<file path="src/rtl/core/wac_pkg.sv">
// Shared types and constants of the wall avoidance controller.
package wac_pkg;

  // Default number of readings reduced into one proximity value.
  localparam int unsigned BufferDepthDefault = 8;

  // Width of the reduced proximity values and the block accumulator.
  localparam int unsigned ProxW = 16;
  localparam int unsigned ReadingW = 10;
  localparam int unsigned TimeW = 32;
  localparam int unsigned TimeoutW = 16;
  localparam int unsigned CfgIdxW = 2;
  localparam int unsigned CfgDataW = 16;

  typedef enum logic [1:0] {
    FUNC_TICK    = 2'd0,
    FUNC_READING = 2'd1,
    FUNC_RESTART = 2'd2,
    FUNC_NOP     = 2'd3
  } wac_func_e;

  typedef enum logic [1:0] {
    ST_IDLE   = 2'd0,
    ST_INIT   = 2'd1,
    ST_ROTATE = 2'd2,
    ST_ESCAPE = 2'd3
  } wac_state_e;

  typedef enum logic [1:0] {
    DIR_NONE  = 2'd0,
    DIR_LEFT  = 2'd1,
    DIR_RIGHT = 2'd2
  } wac_dir_e;

  typedef enum logic [1:0] {
    MOV_NONE     = 2'd0,
    MOV_LEFT     = 2'd1,
    MOV_RIGHT    = 2'd2,
    MOV_STRAIGHT = 2'd3
  } wac_motion_e;

  typedef enum logic [CfgIdxW-1:0] {
    CFG_REDUCE_MODE     = 2'd0,
    CFG_DETECT_TIMEOUT  = 2'd1,
    CFG_ROTATE_TIMEOUT  = 2'd2,
    CFG_UNUSED          = 2'd3
  } wac_cfg_e;

  // Commands from the controller to the proximity reducer.
  typedef struct packed {
    logic                take;      // fold one reading into the block
    logic                clear;     // drop the block and both proximity values
    logic                fresh_clr; // consume the fresh flag
    logic                max_mode;  // 1 takes the maximum, 0 sums
    logic [ReadingW-1:0] reading;
  } wac_prox_ctrl_t;

  // Proximity values seen by the controller.
  typedef struct packed {
    logic [ProxW-1:0] current;
    logic [ProxW-1:0] previous;
    logic             fresh;
  } wac_prox_stat_t;

endpackage

</file>
<file path="src/rtl/core/wac_prox.sv">
// Block reducer: gathers readings into blocks and keeps the last two results.
module wac_prox #(
  parameter int unsigned BufferDepth = wac_pkg::BufferDepthDefault
) (
  input  logic                    clk_i,
  input  logic                    rst_ni,
  input  wac_pkg::wac_prox_ctrl_t ctrl_i,
  output wac_pkg::wac_prox_stat_t stat_o
);
  import wac_pkg::*;

  localparam int unsigned CountW = (BufferDepth > 1) ? $clog2(BufferDepth) : 1;
  localparam logic [CountW-1:0] LastCount = CountW'(BufferDepth - 1);

  logic [CountW-1:0] count_q, count_d;
  logic [ProxW-1:0]  accum_q, accum_d;
  logic [ProxW-1:0]  cur_q, cur_d;
  logic [ProxW-1:0]  prev_q, prev_d;
  logic              fresh_q, fresh_d;
  logic [ProxW-1:0]  reading_ext;
  logic [ProxW-1:0]  folded;

  assign reading_ext = ProxW'(ctrl_i.reading);

  always_comb begin
    if (ctrl_i.max_mode) begin
      folded = (reading_ext > accum_q) ? reading_ext : accum_q;
    end else begin
      folded = accum_q + reading_ext;
    end
  end

  always_comb begin
    count_d = count_q;
    accum_d = accum_q;
    cur_d   = cur_q;
    prev_d  = prev_q;
    fresh_d = fresh_q;
    if (ctrl_i.clear) begin
      count_d = '0;
      accum_d = '0;
      cur_d   = '0;
      prev_d  = '0;
    end else if (ctrl_i.take) begin
      if (count_q == LastCount) begin
        // The block is complete: shift the result in and start over.
        prev_d  = cur_q;
        cur_d   = folded;
        accum_d = '0;
        count_d = '0;
        fresh_d = 1'b1;
      end else begin
        accum_d = folded;
        count_d = count_q + CountW'(1);
      end
    end
    if (ctrl_i.fresh_clr) begin
      fresh_d = 1'b0;
    end
  end

  always_ff @(posedge clk_i or negedge rst_ni) begin
    if (!rst_ni) begin
      count_q <= '0;
      accum_q <= '0;
      cur_q   <= '0;
      prev_q  <= '0;
      fresh_q <= 1'b0;
    end else begin
      count_q <= count_d;
      accum_q <= accum_d;
      cur_q   <= cur_d;
      prev_q  <= prev_d;
      fresh_q <= fresh_d;
    end
  end

  assign stat_o.current  = cur_q;
  assign stat_o.previous = prev_q;
  assign stat_o.fresh    = fresh_q;

endmodule

</file>
<file path="src/rtl/core/wall_avoidance_controller.sv">
// Top level of the wall avoidance controller: input register, state machine, result register.
//
// The controller takes one word per cycle and returns exactly one result word
// for each, in order. An accepted word sits in an input register until it
// can move on; in the cycle it leaves, the tick state machine and the
// proximity reducer update and the result is captured in the output
// register, so the throughput is one word per clock as long as the
// result side keeps taking words. Both sides decouple through these registers:
// a new word is taken while a finished result still waits, and only a stall
// with both registers full holds off the input. Ticks (func 0) run the
// idle/init/rotate/escape machine and report a motion command; wall readings
// (func 1) refresh the detection deadline and feed a block of BufferDepth
// samples that is reduced to a sum (wrapping at 16 bits) or a maximum; a
// restart (func 2) forces the init state; func 3 changes nothing. The active
// bit reports whether a wall is still considered seen after the word. Deadline
// arithmetic wraps at 32 bits and the compare is a plain unsigned one.
// Configuration writes take effect at once and are meant to be made only while
// no word is in flight.
module wall_avoidance_controller #(
  parameter int unsigned BufferDepth = wac_pkg::BufferDepthDefault
) (
  input  logic                          clk_i,
  input  logic                          rst_ni,
  // configuration write port
  input  logic                          cfg_we_i,
  input  logic [wac_pkg::CfgIdxW-1:0]   cfg_idx_i,
  input  logic [wac_pkg::CfgDataW-1:0]  cfg_wdata_i,
  // input channel
  input  logic                          in_valid_i,
  output logic                          in_ready_o,
  input  logic [1:0]                    func_i,
  input  logic [wac_pkg::TimeW-1:0]     now_i,
  input  logic [wac_pkg::ReadingW-1:0]  reading_i,
  input  logic                          coin_i,
  // result channel
  output logic                          out_valid_o,
  input  logic                          out_ready_i,
  output logic                          active_o,
  output logic [1:0]                    motion_o
);
  import wac_pkg::*;

  // Configuration registers.
  logic                reduce_mode_q;
  logic [TimeoutW-1:0] detect_to_q;
  logic [TimeoutW-1:0] rotate_to_q;

  always_ff @(posedge clk_i or negedge rst_ni) begin
    if (!rst_ni) begin
      reduce_mode_q <= 1'b0;
      detect_to_q   <= TimeoutW'(32);
      rotate_to_q   <= TimeoutW'(240);
    end else if (cfg_we_i) begin
      case (wac_cfg_e'(cfg_idx_i))
        CFG_REDUCE_MODE:    reduce_mode_q <= cfg_wdata_i[0];
        CFG_DETECT_TIMEOUT: detect_to_q   <= cfg_wdata_i[TimeoutW-1:0];
        CFG_ROTATE_TIMEOUT: rotate_to_q   <= cfg_wdata_i[TimeoutW-1:0];
        default: ;
      endcase
    end
  end

  // Input register. The word held here is processed in the cycle it moves
  // on into the result register.
  logic                s1_valid_q;
  logic [1:0]          s1_func_q;
  logic [TimeW-1:0]    s1_now_q;
  logic [ReadingW-1:0] s1_reading_q;
  logic                s1_coin_q;
  logic                advance;

  assign advance    = s1_valid_q && (!out_valid_o || out_ready_i);
  assign in_ready_o = !s1_valid_q || advance;

  always_ff @(posedge clk_i or negedge rst_ni) begin
    if (!rst_ni) begin
      s1_valid_q <= 1'b0;
    end else if (in_ready_o) begin
      s1_valid_q <= in_valid_i;
    end
  end

  always_ff @(posedge clk_i) begin
    if (in_valid_i && in_ready_o) begin
      s1_func_q    <= func_i;
      s1_now_q     <= now_i;
      s1_reading_q <= reading_i;
      s1_coin_q    <= coin_i;
    end
  end

  // Controller state.
  wac_state_e       state_q, state_d;
  wac_dir_e         dir_q, dir_d;
  logic             seen_q, seen_d;
  logic [TimeW-1:0] det_dl_q, det_dl_d;
  logic [TimeW-1:0] rot_dl_q, rot_dl_d;

  wac_prox_ctrl_t   prox_ctrl;
  wac_prox_stat_t   prox_stat;
  wac_motion_e      motion;

  logic [TimeW-1:0] det_sum;
  logic [TimeW-1:0] rot_sum;
  logic             det_expired;
  logic             rot_expired;

  assign det_sum     = s1_now_q + TimeW'(detect_to_q);
  assign rot_sum     = s1_now_q + TimeW'(rotate_to_q);
  assign det_expired = s1_now_q > det_dl_q;
  assign rot_expired = s1_now_q > rot_dl_q;

  always_comb begin
    state_d   = state_q;
    dir_d     = dir_q;
    seen_d    = seen_q;
    det_dl_d  = det_dl_q;
    rot_dl_d  = rot_dl_q;
    motion    = MOV_NONE;
    prox_ctrl = '{take: 1'b0, clear: 1'b0, fresh_clr: 1'b0,
                  max_mode: reduce_mode_q, reading: s1_reading_q};
    if (advance) begin
      case (wac_func_e'(s1_func_q))
        FUNC_TICK: begin
          if (det_expired) begin
            // The detection window has run out: stand down.
            seen_d  = 1'b0;
            dir_d   = DIR_NONE;
            state_d = ST_IDLE;
          end else if (seen_q) begin
            case (state_q)
              ST_ROTATE: begin
                if (rot_expired) begin
                  rot_dl_d        = rot_sum;
                  prox_ctrl.clear = 1'b1;
                  if (dir_q == DIR_LEFT) begin
                    dir_d  = DIR_RIGHT;
                    motion = MOV_RIGHT;
                  end else begin
                    dir_d  = DIR_LEFT;
                    motion = MOV_LEFT;
                  end
                end
                if (prox_stat.fresh) begin
                  prox_ctrl.fresh_clr = 1'b1;
                  // After a reversal both values are cleared, so no escape.
                  if (!rot_expired && (prox_stat.previous > prox_stat.current)) begin
                    motion  = MOV_STRAIGHT;
                    state_d = ST_ESCAPE;
                  end
                end
              end
              ST_ESCAPE: begin
                if (prox_stat.fresh) begin
                  prox_ctrl.fresh_clr = 1'b1;
                  if (prox_stat.previous < prox_stat.current) begin
                    state_d = ST_INIT;
                  end
                end
              end
              default: begin
                // Idle and init both pick a fresh turn direction.
                if (s1_coin_q) begin
                  dir_d  = DIR_LEFT;
                  motion = MOV_LEFT;
                end else begin
                  dir_d  = DIR_RIGHT;
                  motion = MOV_RIGHT;
                end
                prox_ctrl.clear = 1'b1;
                rot_dl_d        = rot_sum;
                state_d         = ST_ROTATE;
              end
            endcase
          end
        end
        FUNC_READING: begin
          seen_d         = 1'b1;
          det_dl_d       = det_sum;
          prox_ctrl.take = 1'b1;
        end
        FUNC_RESTART: begin
          dir_d   = DIR_NONE;
          state_d = ST_INIT;
        end
        default: ;
      endcase
    end
  end

  always_ff @(posedge clk_i or negedge rst_ni) begin
    if (!rst_ni) begin
      state_q  <= ST_IDLE;
      dir_q    <= DIR_NONE;
      seen_q   <= 1'b0;
      det_dl_q <= '0;
      rot_dl_q <= '0;
    end else begin
      state_q  <= state_d;
      dir_q    <= dir_d;
      seen_q   <= seen_d;
      det_dl_q <= det_dl_d;
      rot_dl_q <= rot_dl_d;
    end
  end

  wac_prox #(
    .BufferDepth(BufferDepth)
  ) u_prox (
    .clk_i  (clk_i),
    .rst_ni (rst_ni),
    .ctrl_i (prox_ctrl),
    .stat_o (prox_stat)
  );

  // Result register.
  logic       out_valid_q;
  logic       active_q;
  logic [1:0] motion_q;

  always_ff @(posedge clk_i or negedge rst_ni) begin
    if (!rst_ni) begin
      out_valid_q <= 1'b0;
    end else if (advance) begin
      out_valid_q <= 1'b1;
    end else if (out_ready_i) begin
      out_valid_q <= 1'b0;
    end
  end

  always_ff @(posedge clk_i) begin
    if (advance) begin
      active_q <= seen_d;
      motion_q <= motion;
    end
  end

  assign out_valid_o = out_valid_q;
  assign active_o    = active_q;
  assign motion_o    = motion_q;

endmodule

</file>
<file path="config.mk">
export PLATFORM = sky130hd
export DESIGN_NAME = wall_avoidance_controller
export DESIGN_NICKNAME = d
export VERILOG_FILES = /design/src/rtl/core/wac_pkg.sv /design/src/rtl/core/wac_prox.sv /design/src/rtl/core/wall_avoidance_controller.sv
export SDC_FILE = /design/constraint.sdc
export NUM_CORES = 1
export LEC_CHECK = 0
export BUFFER_PORTS_ARGS = -buffer_cell sky130_fd_sc_hd__buf_2
export CAP_MARGIN = 20
export CORE_MARGIN = 1
export CORE_UTILIZATION = 62
export DETAILED_ROUTE_END_ITERATION = 10
export PLACE_DENSITY = 0.85
export RECOVER_POWER = 25
export SLEW_MARGIN = 40
export SYNTH_ARGS = -nofsm -noshare
export SYNTH_HDL_FRONTEND = slang
export SYNTH_SLANG_ARGS = --single-unit
</file>
<file path="constraint.sdc">
create_clock -name clk_i -period 3.2 [get_ports clk_i]
set_input_delay 0.48 -clock clk_i [delete_from_list [all_inputs] [get_ports clk_i]]
set_output_delay 0.48 -clock clk_i [all_outputs]
set_load 0.02 [all_outputs]
</file>
==> results of run 1 <==
[power by group]
group | total, W | switching, W | internal (W)
clock network | 0.00289 | 0.00112 | 0.00176
registers | 0.00367 | 0.000390 | 0.00328
logic | 0.00386 | 0.00219 | 0.00167
total | 0.0104 | 0.00371 | 0.00672
[sequential cells by signal, summed over array words and instances (netlist names), 10 cells and up]
register and cells:
detect_to_q 16, rot_dl_q 32, u_prox.accum_q 16, u_prox.prev_q 16, s1_now_q 32, u_prox.cur_q 16
rotate_to_q 16, s1_reading_q 10, det_dl_q 32
[area by class of cell]
cell class,count,area share [%]
clock inverters,12,1.10
repair buffers,110,4.68
inverters,123,3.23
well taps,265,2.32
clock buffers,32,4.84
flip-flops and latches,204,37.5
multi-input cells,898,46.4
[repair_timing]
item	4_1_cts	5_1_grt
hold endpoints to repair	51	0
setup endpoints to repair	0	26
gates resized for setup	0	3
hold buffers	1	0
buffers inserted	0	1
[per-layer routing]
metal	track usage (%)	vias up	part of all wire, %
met2	49.4	363	48
met5	0	-	0
li1	-	4792	-
met1	39.2	4821	43
met3	4.11	77	6.1
met4	11.0	0	3.4
[cell families after synthesis]
family | count (synthesis) | synth area share, %
AOI/OAI and AO/OA | 333 | 17.4
and+or+nand+nor | 314 | 12.2
DFF | 204 | 42.5
buffers and inverters | 169 | 5.24
adders and majority gates | 137 | 13.8
muxes | 60 | 5.20
xor gates and xnor gates | 54 | 3.75
[metrics by stage]
step | total power [W] | instance area [sq um] | hold slack (ns) | worst slack (ns) | cells
2_1_floorplan | 0.00640 | 12600 | 0.184 | 0.631 | 1271
3_3_place_gp | 0.00727 | 13400 | 0.461 | 0.259 | 1596
3_5_place_dp | 0.00747 | 13400 | 0.470 | 0.150 | 1598
4_1_cts | 0.0104 | 14300 | 0.104 | 0.0715 | 1643
5_1_grt | 0.0111 | 14300 | 0.109 | 0.00691 | 1644
6_report | 0.0104 | 14300 | 0.116 | 0.164 | 1644
[path summary, 6_finish.rpt]
path / startpoint / end / cells after the start
max: s1_now_q[13] / rot_dl_q[28] / 10
min: now_i[16] / s1_now_q[16] / 1
max reg2reg: s1_now_q[13] / rot_dl_q[28] / 10
min reg2reg: det_dl_q[8] / det_dl_q[8] / 2
max in group asynchronous: rst_ni / rotate_to_q[6] / 3
min in group asynchronous: rst_ni / u_prox.cur_q[6] / 2
[worst max-delay path, cell delays in order, from the launching register on]
cell	delay, ns
edfxtp_1	0.47
ha_1	0.34
nand4_1	0.20
nor4_2	0.38
a21boi_2	0.22
a2111oi_2	0.07
o221a_4	0.25
a211oi_4	0.33
buf_4	0.35
o31a_1	0.19
a22oi_1	0.07
[layout by cell type, fill, tap and decap left out, drive strengths merged, types with 38 or more instances in the layout]
master  count
a21oi      59
buf        98
clkbuf     43
dfrtp     151
edfxtp     48
ha        134
inv       124
mux2       44
nand2     124
nor2       38
o21ai      93
xnor2      40
==> flow_summary.json, run 1 <==
{
  "status": "finished with violations",
  "violations": "capacitance limit, slew limit",
  "num_io_pins": 73,
  "grt_pass1_vias": 9916,
  "coreArea_sq_mm": 0.0197,
  "cts_tree": "yes",
  "rows": 51,
  "synth_top_area_share_pct": 30.0,
  "synthCells": 1271,
  "cts_buffer_depth": 3,
  "cp-start-kind": "flip-flop",
  "ys_ff_latch": 204,
  "grt_max_degree": 71,
  "yosys_most_used_dff": "dfrtp_1",
  "critPathArrivalTime_ns": 3.42,
  "htreeDepth": 1,
  "fmax_mhz": 329,
  "vias_per_cell": 6.11,
  "worst_pin_slew_ns": 1.76,
  "antenna_found_initial": 0,
  "p_leak_nw": 6.49,
  "start_util_pct": 63.9,
  "ctsRootBufferMaster": "clkbuf_16",
  "avgRoutedWirePerCell_um": 17.9,
  "synth_cell_types": 72,
  "overflow": 0,
  "num_antenna_cells": 0,
  "finalMaxSlewViolations": 70,
  "synth_edf_count": 48,
  "skew_ns": 0.0261,
  "synth_top_area_cell": "dfrtp_1",
  "endpoint_kind": "flip-flop",
  "dieHeight_um": 145,
  "setup.worst_path.class": "reg2reg",
  "die_x_um": 145,
  "first_iter_violations": 762,
  "yosysWarnings": 0,
  "cts_sinks": 204,
  "syn_area_sq_mm": 0.0126,
  "num_vias": 10100,
  "rsz0062_at_grt": "false",
  "crit_path_max_fanout": 24,
  "r2r_slack_ns": 0.16,
  "drt-total-wl_mm": 29.5,
  "multiInputGateArea_sq_mm": 0.00662,
  "synth_area_per_cell_sq_um": 9.91,
  "synth_nets": 1476,
  "relSlewSlack_pct": -17.6,
  "postLayoutCoreUtil_pct": 72.4,
  "nFillCells": 1339,
  "peakVddDrop_v": 0.000482,
  "timing.setup.tns_ns": 0,
  "first_pass_iters": 5,
  "hpwl_mm": 21.4,
  "setup_viol": 0,
  "insertion_delay_ns": 0.53,
  "place_congestion": 0.873,
  "syn2layout_area_growth_pct": 13.3,
  "grt_usage_pct": 29.6,
  "ys_top_cells_by_area": "dfrtp_1, ha_1, edfxtp_1",
  "fp.dieArea_sq_mm": 0.0209,
  "clkSlewWorstSetupHoldPaths_ns": 0.06,
  "critPathRequiredTime_ns": 3.58,
  "seq_area_sq_mm": 0.00535,
  "finalCritPeriodShare_pct": 94.9,
  "drcViolationCount": 0,
  "io_buffers": 72,
  "finalCriticalPeriod_ns": 3.04,
  "drive_above_1_share_pct": 15.3,
  "yosys.cell_count.top_type": "dfrtp_1",
  "yosysSeqAreaShare_pct": 42.5,
  "hold_viol_final": 0,
  "async_flop_share_pct": 76.5,
  "grt_pass1_wl_mm": 48.2,
  "synthTopCellsByCount": "dfrtp_1, ha_1, nand2_1",
  "layout.nets": 1566,
  "numCtsBuffers": 24,
  "hp-class": "in2reg",
  "postRouteAntennaNets": 0,
  "power.density_mw_per_mm2": 730,
  "cap_violations": 1
}
No activity file was read; power rests on OpenSTA's default activity.
==> run 2: changes to the inputs <==
Settings changed: REMOVE_ABC_BUFFERS set to 1.
==> run 2 against run 1 <==
The run still ends with capacitance limit, slew limit left; combinational power fell by 1%; sequential cell count did not move; die area stayed put; via count is 0.20% lower; sequential power barely moved; global-route usage decreased by 0.30 points; hold slack gained 0.016 ns; non-clock buffer count is 1 higher; wire length decreased by 0.37%; cell area down 0.21%.
==> flow_summary.json, run 2 (same netlist as run 1, synthesis figures left out) <==
{
  "dieHeight_um": 145,
  "grt_pass1_vias": 9924,
  "crit_path_max_fanout": 7,
  "drcViolationCount": 0,
  "insertion_delay_ns": 0.52,
  "overflow": 0,
  "vias_per_cell": 6.11,
  "relSlewSlack_pct": -40.0,
  "cts_buffer_depth": 3,
  "cp-start-kind": "flip-flop",
  "drive_above_1_share_pct": 15.4,
  "coreArea_sq_mm": 0.0197,
  "ctsHoldBuffers": 0,
  "grt_usage_pct": 29.3,
  "fp.dieArea_sq_mm": 0.0209,
  "setup.worst_path.class": "reg2reg",
  "skew_ns": 0.0152,
  "reg_top3": "det_dl_q: 32 flops, rot_dl_q: 32 flops, s1_now_q: 32 flops",
  "htreeDepth": 1,
  "io_buffers": 72,
  "grt_pass1_wl_mm": 47.9,
  "cap_violations": 1,
  "place_area_sq_mm": 0.0134,
  "highest_layer": "met4",
  "finalMaxSlewViolations": 83,
  "num_io_pins": 73,
  "final_area_sq_mm": 0.0142,
  "hpwl_mm": 20.8,
  "start_util_pct": 63.9,
  "cts_sinks": 204,
  "antenna_found_initial": 0,
  "postRouteAntennaNets": 0,
  "place_congestion": 0.883,
  "cts_tree": "yes",
  "endpoint_kind": "flip-flop",
  "p_leak_nw": 6.49,
  "drt-total-wl_mm": 29.4,
  "worst_pin_slew_ns": 2.10,
  "timing.setup.tns_ns": 0,
  "ctsRootBufferMaster": "clkbuf_16",
  "mostFrequentLayoutCells": "dfrtp_1, ha_1, inv_1, nand2_1, o21ai_0",
  "syn2layout_area_growth_pct": 13.1,
  "first_iter_violations": 691,
  "met2_length_mm": 14.0,
  "violations": "capacitance limit, slew limit",
  "avgRoutedWirePerCell_um": 17.9,
  "fmax_mhz": 329,
  "hp-class": "in2reg",
  "die_x_um": 145,
  "first_pass_iters": 5,
  "finalCritPeriodShare_pct": 95.0,
  "clkSlewWorstSetupHoldPaths_ns": 0.06,
  "num_vias": 10000,
  "grt_max_degree": 84,
  "nFillCells": 1388,
  "final-instance-count-excl-fill": 1643,
  "drt-met1-wl_mm": 12.9,
  "num_antenna_cells": 0,
  "critPathArrivalTime_ns": 3.31,
  "wl_met3_mm": 1.50,
  "rsz0062_at_grt": "false",
  "r2r_slack_ns": 0.16,
  "critPathRequiredTime_ns": 3.47,
  "layout.nets": 1566,
  "layout_commonest_cell": "dfrtp_1",
  "status": "finished with violations",
  "power.density_mw_per_mm2": 722,
  "setup_viol": 0,
  "placed_cells": 1601,
  "finalCriticalPeriod_ns": 3.04,
  "numCtsBuffers": 23,
  "rows": 51,
  "holdWs_ns": 0.131,
  "hold_viol_final": 0,
  "peakVddDrop_v": 0.000537
}
## run 2: critical path: stages, from the launching register on
cell and delay, ns:
edfxtp_1 0.40, buf_4 0.18, ha_1 0.29, a21oi_1 0.06
o21ai_0 0.40, a22oi_1 0.17, o211a_1 0.20, o22ai_1 0.42
mux2i_1 0.24, a21oi_1 0.08, nor4_1 0.34
## run 2: repair_timing
item | 4_1_cts | 5_1_grt
gates resized for setup | 0 | 2
endpoints found under the setup margin | 0 | 61
buffers inserted | 0 | 0
endpoints found under the hold margin | 0 | 0
## run 2: layout make-up
class                      count  area [sq um]  area share, %
sequential                   204          5350           37.6
inverter                     123           462           3.24
timing repair buffer         111           688           4.83
multi-input combinational    898          6610           46.4
clock buffer                  33           683           4.79
clock inverter                 9           128          0.896
tap                          265           332           2.33
## run 2: metrics by stage
step / worst slack (ns) / power (W) / util [%]
5_1_grt: 0.0317 / 0.0109 / 72.3
6_report: 0.160 / 0.0103 / 72.3
3_5_place_dp: 0.150 / 0.00742 / 68.2
4_1_cts: 0.131 / 0.0103 / 72.3
2_1_floorplan: -1.85 / 0.00636 / -
3_3_place_gp: 0.275 / 0.00723 / 68.1
## run 2: per-layer routing
| layer | up-vias | GRT usage (%) |
|---|---|---|
| met5 | - | 0 |
| met4 | 0 | 10.5 |
| met3 | 74 | 4.30 |
| met2 | 307 | 49.8 |
| met1 | 4865 | 37.9 |
| li1 | 4787 | - |
## run 2: where the power goes
part           internal [W]  total, W  leakage [nW]  switching (W)
logic               0.00166   0.00382          3.69        0.00215
registers           0.00328   0.00367          2.40       0.000390
clock network       0.00173   0.00280         0.404        0.00108
total               0.00667    0.0103          6.49        0.00362
## run 2: final timing paths
kind | from | end | cells past startpoint
min in group asynchronous | rst_ni | u_prox.prev_q[6] | 1
worst min register to register | rot_dl_q[7] | rot_dl_q[7] | 2
worst max-delay path | s1_now_q[21] | motion_o[1] | 10
worst min-delay path | now_i[9] | s1_now_q[9] | 1
max in group asynchronous | rst_ni | rotate_to_q[4] | 2
worst max register to register | s1_now_q[21] | motion_o[1] | 10
==> run 3: changes to the inputs <==
Settings changed: HOLD_SLACK_MARGIN set to 0.05, REMOVE_ABC_BUFFERS 1 to unset.
Clock period 3.2 ns to 3 ns, I/O delays scaled along.
==> run 3 against run 2 <==
The flow now finishes without violations; register-to-register slack got worse by 0.10 ns; clock power increased by 8.6%; die area unchanged; sequential power up 7.1%.
==> flow_summary.json, run 3 (same netlist as run 1, synthesis figures left out) <==
{
  "cp.depth": 10,
  "rows": 51,
  "r2r_slack_ns": 0.06,
  "vias_per_cell": 6.18,
  "nFillCells": 1280,
  "cts_sinks": 204,
  "postRouteAntennaNets": 0,
  "critPathTopFamily": "simple AND/OR/NAND/NOR gates",
  "syn2layout_area_growth_pct": 15.9,
  "die_x_um": 145,
  "hold_viol_final": 0,
  "hold_depth": 1,
  "layout_commonest_cell": "dfrtp_1",
  "cts_tree": "yes",
  "worstSetupStartpoint": "s1_now_q[26]",
  "drcViolationCount": 0,
  "r2r-end": "rot_dl_q[14]",
  "setup_viol": 0,
  "num_antenna_cells": 0,
  "antenna_found_initial": 0,
  "worst_path_largest_cell_delay_ns": 0.49,
  "critPathArrivalTime_ns": 3.31,
  "num_vias": 10400,
  "fp.dieArea_sq_mm": 0.0209,
  "critical_path.slowest_cell": "edfxtp_1",
  "mostFrequentLayoutCells": "dfrtp_1, ha_1, inv_1, nand2_1, o21ai_0",
  "hpwl_mm": 22.0,
  "endpoint": "rot_dl_q[14]",
  "num_io_pins": 73,
  "grt_max_degree": 78,
  "first_pass_iters": 5,
  "numCtsBuffers": 23,
  "finalCritPeriodShare_pct": 98.1,
  "grt_usage_pct": 30.9,
  "power.density_mw_per_mm2": 776,
  "hp-class": "in2reg",
  "critPathRequiredTime_ns": 3.37,
  "worst_pin_slew_ns": 1.12,
  "grt_pass1_vias": 10500,
  "cp_common_cell": "buf_4",
  "setup.worst_path.class": "reg2reg",
  "dieHeight_um": 145,
  "avgRoutedWirePerCell_um": 18.7,
  "cts_buffer_depth": 3,
  "peakVddDrop_v": 0.000503,
  "skew_ns": 0.0156,
  "reg2reg_depth": 10,
  "fmax_mhz": 340,
  "p_leak_nw": 6.67,
  "r2r-start": "s1_now_q[26]",
  "endpoint_kind": "flip-flop",
  "cap_violations": 0,
  "postLayoutCoreUtil_pct": 74.1,
  "relSlewSlack_pct": 25.4,
  "crit_path_max_fanout": 21,
  "finalMaxSlewViolations": 0,
  "grt_pass1_wl_mm": 50.5,
  "first_iter_violations": 873,
  "status": "finished clean",
  "crit_buf_inv": 2,
  "htreeDepth": 1,
  "place_congestion": 0.925,
  "clkSlewWorstSetupHoldPaths_ns": 0.06,
  "crit_chain": "ha_1 > and3_1 > nand4_1 > nor4_1 > a41oi_1 > nand3_1 > buf_4 > a211o_1 > buf_4 > o21ai_0",
  "insertion_delay_ns": 0.51,
  "overflow": 0,
  "ctsRootBufferMaster": "clkbuf_16",
  "drive_above_1_share_pct": 17.3,
  "holdWs_ns": 0.108,
  "coreArea_sq_mm": 0.0197,
  "drt-total-wl_mm": 31.4,
  "reg_top3": "det_dl_q: 32 flops, rot_dl_q: 32 flops, s1_now_q: 32 flops",
  "start_util_pct": 63.9,
  "finalCriticalPeriod_ns": 2.94,
  "layout.nets": 1600,
  "io_buffers": 72,
  "cp-start-kind": "flip-flop"
}
[run 3: cell types whose count changed in the layout (fill, tap and decap cells not counted), moves of 2 or more]
cell / before / now
buf_12: 3 / 5
buf_2: 66 / 63
buf_4: 35 / 63
buf_8: 0 / 2
clkbuf_1: 8 / 13
clkbuf_16: 23 / 26
clkbuf_8: 7 / 5
ha_1: 134 / 132
[run 3: final cells by class]
| cell class | instances | area (sq um) | area share (%) |
|---|---|---|---|
| repair buffers | 145 | 995 | 6.81 |
| multi-input cells | 898 | 6640 | 45.5 |
| clock buffers | 34 | 709 | 4.86 |
| clock inverters | 7 | 110 | 0.754 |
| well taps | 265 | 332 | 2.27 |
| inverters | 123 | 462 | 3.16 |
| flip-flops and latches | 204 | 5350 | 36.6 |
[run 3: per-layer routing]
metal / share of wire (%) / wire (um) / vias to the layer above / track usage [%]
met5: 0 / 0 / - / 0
met4: 3.9 / 1230 / 0 / 12.8
met3: 6.2 / 1940 / 102 / 4.34
met2: 48 / 15200 / 435 / 51.7
met1: 42 / 13100 / 4952 / 40.2
li1: - / - / 4862 / -
[run 3: worst min-delay path by stage]
stage,startpoint,to,slack [ns]
global placement,rot_dl_q[23],rot_dl_q[23],0.46
global route,now_i[6],s1_now_q[6],0.1
detailed placement,det_dl_q[17],det_dl_q[17],0.47
CTS,now_i[18],s1_now_q[18],0.1
floorplan,rst_ni,det_dl_q[0],0.15
finish,now_i[9],s1_now_q[9],0.11
[run 3: power breakdown]
group          leakage [nW]  switching, W  internal, W
logic                  3.86       0.00246      0.00190
registers              2.40      0.000426      0.00350
clock network         0.407       0.00115      0.00189
[run 3: through the flow]
stage / area [sq um] / setup slack [ns] / power [W] / std cells / TNS (ns)
finish: 14600 / 0.0584 / 0.0113 / 1676 / 0
global route: 14600 / -0.0712 / 0.0120 / 1676 / -0.334
CTS: 14500 / 0.0263 / 0.0112 / 1663 / 0
detailed placement: 13600 / -0.0470 / 0.00808 / 1621 / -0.152
global placement: 13600 / 0.133 / 0.00785 / 1619 / 0
floorplan: 12600 / 0.431 / 0.00682 / 1271 / 0
[run 3: timing repair]
item                                    in CTS  in global routing
pin swaps                                    0                  7
hold endpoints to repair                    70                  0
gates resized for setup                      2                  9
hold buffers                                 1                  0
setup buffers                                0                 11
endpoints found under the setup margin      12                 53
gates cloned                                 0                  1
